$ cat src/text_length_and_letter_histogram_top_assert.svh
// assertion macros for the text histogram block
`ifndef TEXT_LENGTH_AND_LETTER_HISTOGRAM_TOP_ASSERT_SVH
`define TEXT_LENGTH_AND_LETTER_HISTOGRAM_TOP_ASSERT_SVH

// same-cycle implication
`define TLH_ASSERT_SAME(label, cond, prop) \
    label: assert property (@(posedge aclk) disable iff (!aresetn) (cond) |-> (prop)) \
        else $error("text histogram: same-cycle check failed");

// next-cycle implication
`define TLH_ASSERT_NEXT(label, cond, prop) \
    label: assert property (@(posedge aclk) disable iff (!aresetn) (cond) |=> (prop)) \
        else $error("text histogram: next-cycle check failed");

`endif

$ cat src/tlh_ram.sv
// generic ram, one write port and two registered read ports
module tlh_ram #(
    parameter int WIDTH = 32,
    parameter int DEPTH = 64,
    localparam int AW = (DEPTH > 1) ? $clog2(DEPTH) : 1
) (
    input  logic             aclk,
    input  logic             we,
    input  logic [AW-1:0]    waddr,
    input  logic [WIDTH-1:0] wdata,
    input  logic             re,
    input  logic [AW-1:0]    raddr_a,
    output logic [WIDTH-1:0] rdata_a,
    input  logic [AW-1:0]    raddr_b,
    output logic [WIDTH-1:0] rdata_b
);

    logic [WIDTH-1:0] mem_reg [DEPTH];

    always_ff @(posedge aclk) begin
        if (we) begin
            mem_reg[waddr] <= wdata;
        end
        if (re) begin
            rdata_a <= mem_reg[raddr_a];
            rdata_b <= mem_reg[raddr_b];
        end
    end

endmodule

$ cat config.mk
export PLATFORM = sky130hd
export DESIGN_NAME = tlh_ram
export DESIGN_NICKNAME = d
export VERILOG_FILES = /design/src/text_length_and_letter_histogram_top_assert.svh /design/src/tlh_ram.sv
export SDC_FILE = /design/constraint.sdc
export NUM_CORES = 2
export LEC_CHECK = 0
export BUFFER_PORTS_ARGS = -buffer_cell sky130_fd_sc_hd__buf_4
export CORE_ASPECT_RATIO = 1.2
export CORE_MARGIN = 2
export CORE_UTILIZATION = 49
export DETAILED_ROUTE_END_ITERATION = 8
export PLACE_DENSITY = 0.72
export SYNTH_ARGS = -nofsm -noshare
export SYNTH_HDL_FRONTEND = slang
export SYNTH_SLANG_ARGS = --single-unit
$ cat constraint.sdc
create_clock -name aclk -period 4.15 [get_ports aclk]
set_input_delay 0.6225 -clock aclk [delete_from_list [all_inputs] [get_ports aclk]]
set_output_delay 0.6225 -clock aclk [all_outputs]
set_load 0.01 [all_outputs]
# Word level (Yosys, flattened, before mapping)
# Memories as Yosys holds them, arrays and structs flattened. A register that Yosys moved wholly into a read port is not among the register bits.
# Index checks and enable logic that the tools add are counted.
op_classes:
  muxes: 2
op_table:
  columns: ["op", "n"]
  rows:
  - ["$mux 1", 2]
word_totals:
  reg_bits: 0
  n_memories: 1
  inputBits: 53
  out_inout_bits: 64
  ramBits: 2048
  word_cells: 3
memory_table:
  columns: ["memory", "words", "word_bits", "read_ports", "rd_clocked_by_memory_dff", "wr", "line_no", "rtl"]
  rows:
  - ["mem_reg", 64, 32, 2, 2, 1, "tlh_ram.sv:18", "logic [WIDTH-1:0] mem_reg [DEPTH];"]

# Logic depth before layout (Yosys ltp)
depth:
  word_depth: 2
  ltp_mapped: 10
  ltp_nobuf: 5

# Worst setup path before layout
# Ideal clock, no wire load.
synth_timing:
  kind: "input to register"
  startpoint: "in waddr[3]"
  endpoint: "mem mem_reg[48][0], enable pin"
  arrival_time_ps: 3352
  path_buffers: 1
  required_ps: 3689
  setup_ps: 461
  cell_stages: 4
  setup_slack_ps: 337
  path_cell_list: "clkbuf_1 nor2b_1 nand4b_1 nor3_1"
synth_rtl:
  columns: ["element", "line_no", "rtl"]
  rows:
  - ["from (decl)", "tlh_ram.sv:9", "input logic [AW-1:0] waddr,"]
  - ["to (decl)", "tlh_ram.sv:18", null]
# Straight into the memory's write port.

==> impl.org <==
** Placed design
- Routability-driven placement finished with a final weighted congestion of 0.8630.
- In this run the tool buffered the top-level ports with 116 buffer cells.
- Summed over all nets, the half-perimeter wirelength after detailed placement is 170.9 mm.

** Clocking
- Number of buffers added by the clock tree synthesis step :: 192
- Post-cts hold buffer count :: 0
- Max Buffers Root-to-Sink :: 3
- Number of setup buffers added after CTS :: 0
- Number of cells upsized or downsized after cts :: 0
- # clock sinks :: 2,112
- The H-tree was split into 4 levels.
- After clock tree synthesis, the clock-pin slew on the worst setup and hold paths is 0.07 ns.
- TritonCTS clock tree :: built
- At the later pin of the worst-skew pair, clock insertion delay measures 0.84 ns.
- Root Buffer Master :: clkbuf_16

** Global route
- Maximum number of pins on one net before global-route repair :: 69
- Global routing used 29.01% of the available tracks across all layers.
- Via count of the first global-routing pass :: 53,660
- Initial antenna violation count :: 25
- Summed over all layers, the global routing overflow is 0.
- The first global-routing pass estimated 405.6 mm of wire.

** Synth
- Sequential area share after synthesis :: 65.86%
- In this run the mean area of a mapped cell was 21.83 sq um.
- The number of nets handed over by synthesis was 4,465.
- After synthesis the cells add up to 96,300 sq um.
- In the synthesized netlist the dominant register cell turns out to be edfxtp_1.
- In this run, synthesis inferred 2,112 flip-flops with an integrated enable.
- Counting flops with an async set or reset pin after synthesis yields a share of 0%.
- For this run, the number of Yosys warnings is 0.
- The synthesized design contains 2,112 register bits.
- Distinct cell type count of the synthesized netlist :: 37
- Post-Synthesis Cells :: 4,412

** Timing
- On the final layout, the worst hold slack is 0.3097 ns.
- Slew at the pin with the worst max-slew slack :: 1.066 ns
- The hold violation count in the final report was 0.
- Setup violations remaining at the end of the flow were counted as 0.
- Setup repair after global routing left no endpoint under its margin.
- Clock period minus worst slack :: 2.909 ns
- Setup TNS :: 0 ns
- Clock skew :: 0.01901 ns
- After layout, the worst path uses 70.09% of the clock period.
- Headroom to the max-slew limit came out at 28.74%.
- The number of pins with negative max-slew slack in the final report came to 0.
- For this run, the top clock speed supported by timing is 0.3438 GHz.

** Worst setup path
- For flop-to-flop paths, the worst setup slack is 1.69 ns.
- Worst-path fanout max :: 20
- Critical R2R Capture :: rdata_b[20]$_DFFE_PP_
- The worst setup path is of the primary input to register kind.
- Sort of element at the end of the critical path :: register
- Reg2Reg Depth :: 4
- At the worst endpoint, the required time is 4.70 ns.
- STA classifies the critical path startpoint as a primary input.
- The worst register-to-register path begins at mem_reg[19][20]$_DFFE_PP_.
- Data arrival at the endpoint of the critical path :: 3.46 ns

** Floorplan
- For this configuration, the core starts out at a cell density of 49.19%.
- From bottom edge to top edge, the die measures 489.6 microns.
- Chip Width :: 408.7 microns
- The floorplan step defined a core boundary enclosing 195,800 sq um.
- Die footprint :: 200,100 sq um
- In this run the core area contains 178 standard-cell rows.
- Boundary pin count :: 117

** Pwr
- Worst IR drop on VDD :: 0.3269 mV
- P_leak :: 33.99 nW
- Power spread over the standard cell area amounts to 418.5 nW/um^2.

** Drt
- In the routed design, unresolved DRC markers number 0.
- After the first detailed-routing iteration, the DRC count stood at 8,605.
- The routed layout has 53,210 vias.
- After detailed routing, the number of vias per cell comes to 7.140.
- The count of nets left with antenna violations once routing finished came out at 0.
- The first TritonRoute pass finished after 6 iterations.
- Post-detailed-routing wire length :: 289.2 mm
- Per-cell routed wire length :: 38.81 microns

** Layout
- The area growth from synthesis to layout is 12.75%.
- Counting the fill cells in the layout gives 14,140.
- The register with the most flip-flops in the layout has 2,048 of them.
- Commonest cells after routing, fill and taps aside :: edfxtp_1 (2,112), mux4_2 (1,124), buf_4 (332), mux2i_1 (204), clkbuf_16 (201)
- Cells with a size suffix above 1 make up 39.64% of the layout.
- Number of nets at the end of the flow :: 4,724
- The library cell used most frequently in the layout, excluding fill and tap cells, is edfxtp_1.

** Min path
- The worst hold path begins at wdata[27].
- The path class of the tightest hold or removal check is primary input to register.
- For hold timing, the worst endpoint is mem_reg[18][27]$_DFFE_PP_.
- Hold path depth :: 1

** Status
- The flow ran to the end, and the final reports show no timing, DRC or antenna violations.

** Run
- Number of max-capacitance violations reported :: 0
where the power goes:
group | switching [mW] | total (mW) | internal (mW)
clock | 7.83 | 17.7 | 9.89
sequential | 0.126 | 23.8 | 23.7
combinational | 2.22 | 3.89 | 1.67
cell usage after synthesis, types with 2 or more instances:
library cell | n | area (sq um)
buf_1 | 25 | 93.84
edfxtp_1 | 2112 | 63420
nand3b_1 | 6 | 45.04
nor2_1 | 94 | 352.8
or3b_2 | 2 | 17.52
o221ai_1 | 16 | 140.1
nand2_1 | 93 | 349.1
buf_6 | 11 | 123.9
a211oi_1 | 15 | 112.6
a32oi_1 | 9 | 78.83
a22oi_1 | 85 | 638.1
a21oi_1 | 58 | 290.3
o22ai_1 | 56 | 350.3
clkbuf_1 | 135 | 506.7
o211ai_1 | 27 | 202.7
and2_1 | 6 | 37.54
a221oi_1 | 13 | 113.9
o21ai_1 | 31 | 155.2
nor2b_1 | 19 | 118.9
nor3_1 | 3 | 15.01
mux2i_1 | 204 | 2042
o32a_1 | 9 | 90.09
buf_4 | 55 | 412.9
buf_2 | 121 | 605.6
nand3_1 | 9 | 45.04
nand4_1 | 2 | 12.51
o21ai_0 | 18 | 90.09
or3_1 | 2 | 12.51
mux4_2 | 1124 | 25310
nand2b_1 | 8 | 50.05
mux2_2 | 36 | 405.4
or2_2 | 3 | 18.77
worst max-delay path by stage:
stage,end,startpoint,slack [ns]
2_1_floorplan,mem_reg[48][0]$_DFFE_PP_,waddr[3],0.34
3_3_place_gp,rdata_b[14]$_DFFE_PP_,raddr_b[0],0.42
3_5_place_dp,rdata_b[14]$_DFFE_PP_,raddr_b[0],0.42
4_1_cts,rdata_b[14]$_DFFE_PP_,raddr_b[0],1.32
5_1_grt,rdata_b[14]$_DFFE_PP_,raddr_b[0],1.20
6_report,rdata_b[14]$_DFFE_PP_,raddr_b[0],1.24
stage by stage:
step / setup WS (ns) / power, mW / instance area (sq um) / instances / utilization [%]
final: 1.241 / 45.44 / 108600 / 7452 / 55.46
after global routing: 1.200 / 46.50 / 108600 / 7447 / 55.46
after CTS: 1.320 / 45.54 / 108600 / 7443 / 55.45
after detailed placement: 0.4163 / 28.13 / 102400 / 7087 / 52.30
after global placement: 0.4170 / 28.07 / 102400 / 7087 / 52.30
after floorplan: 0.3367 / 26.51 / 96300 / 4412 / -
metal layers:
layer | track usage, % | up-vias | routed length, microns
li1 | - | 20110 | -
met1 | 39.32 | 28490 | 101200
met2 | 44.87 | 3875 | 135500
met3 | 7.775 | 713 | 38640
met4 | 12.19 | 24 | 13520
met5 | 0.4550 | - | 264
critical path, cell delays in order:
cell and delay, ns:
buf_8 0.26, buf_4 0.46, buf_4 0.36, mux4_2 0.55
mux4_2 0.50, o22ai_1 0.55, a21oi_1 0.11
logic make-up (layout without fill, tap and decap cells):
logic type / after synthesis / in the layout / share of synthesized area (%)
AND/OR/NAND/NOR: 248 / 248 / 1.125
multiplexers: 1364 / 1364 / 28.83
other: 0 / 9 / 0
AO/OA/AOI/OAI: 340 / 340 / 2.376
flip-flops: 2112 / 2112 / 65.86
buffers and inverters: 348 / 769 / 1.814
area by class of cell:
class                      instances  area [sq um]  area share (%)
inverter                           1         3.754        0.003457
timing repair buffer             412          4055           3.735
tap                             2610          3266           3.008
antenna                            9         22.52         0.02074
clock buffer                     249          5210           4.798
multi-input combinational       1952         31650           29.14
clock inverter                   107         957.2          0.8815
sequential                      2112         63420           58.41
Power figures use the tool's default switching activity.
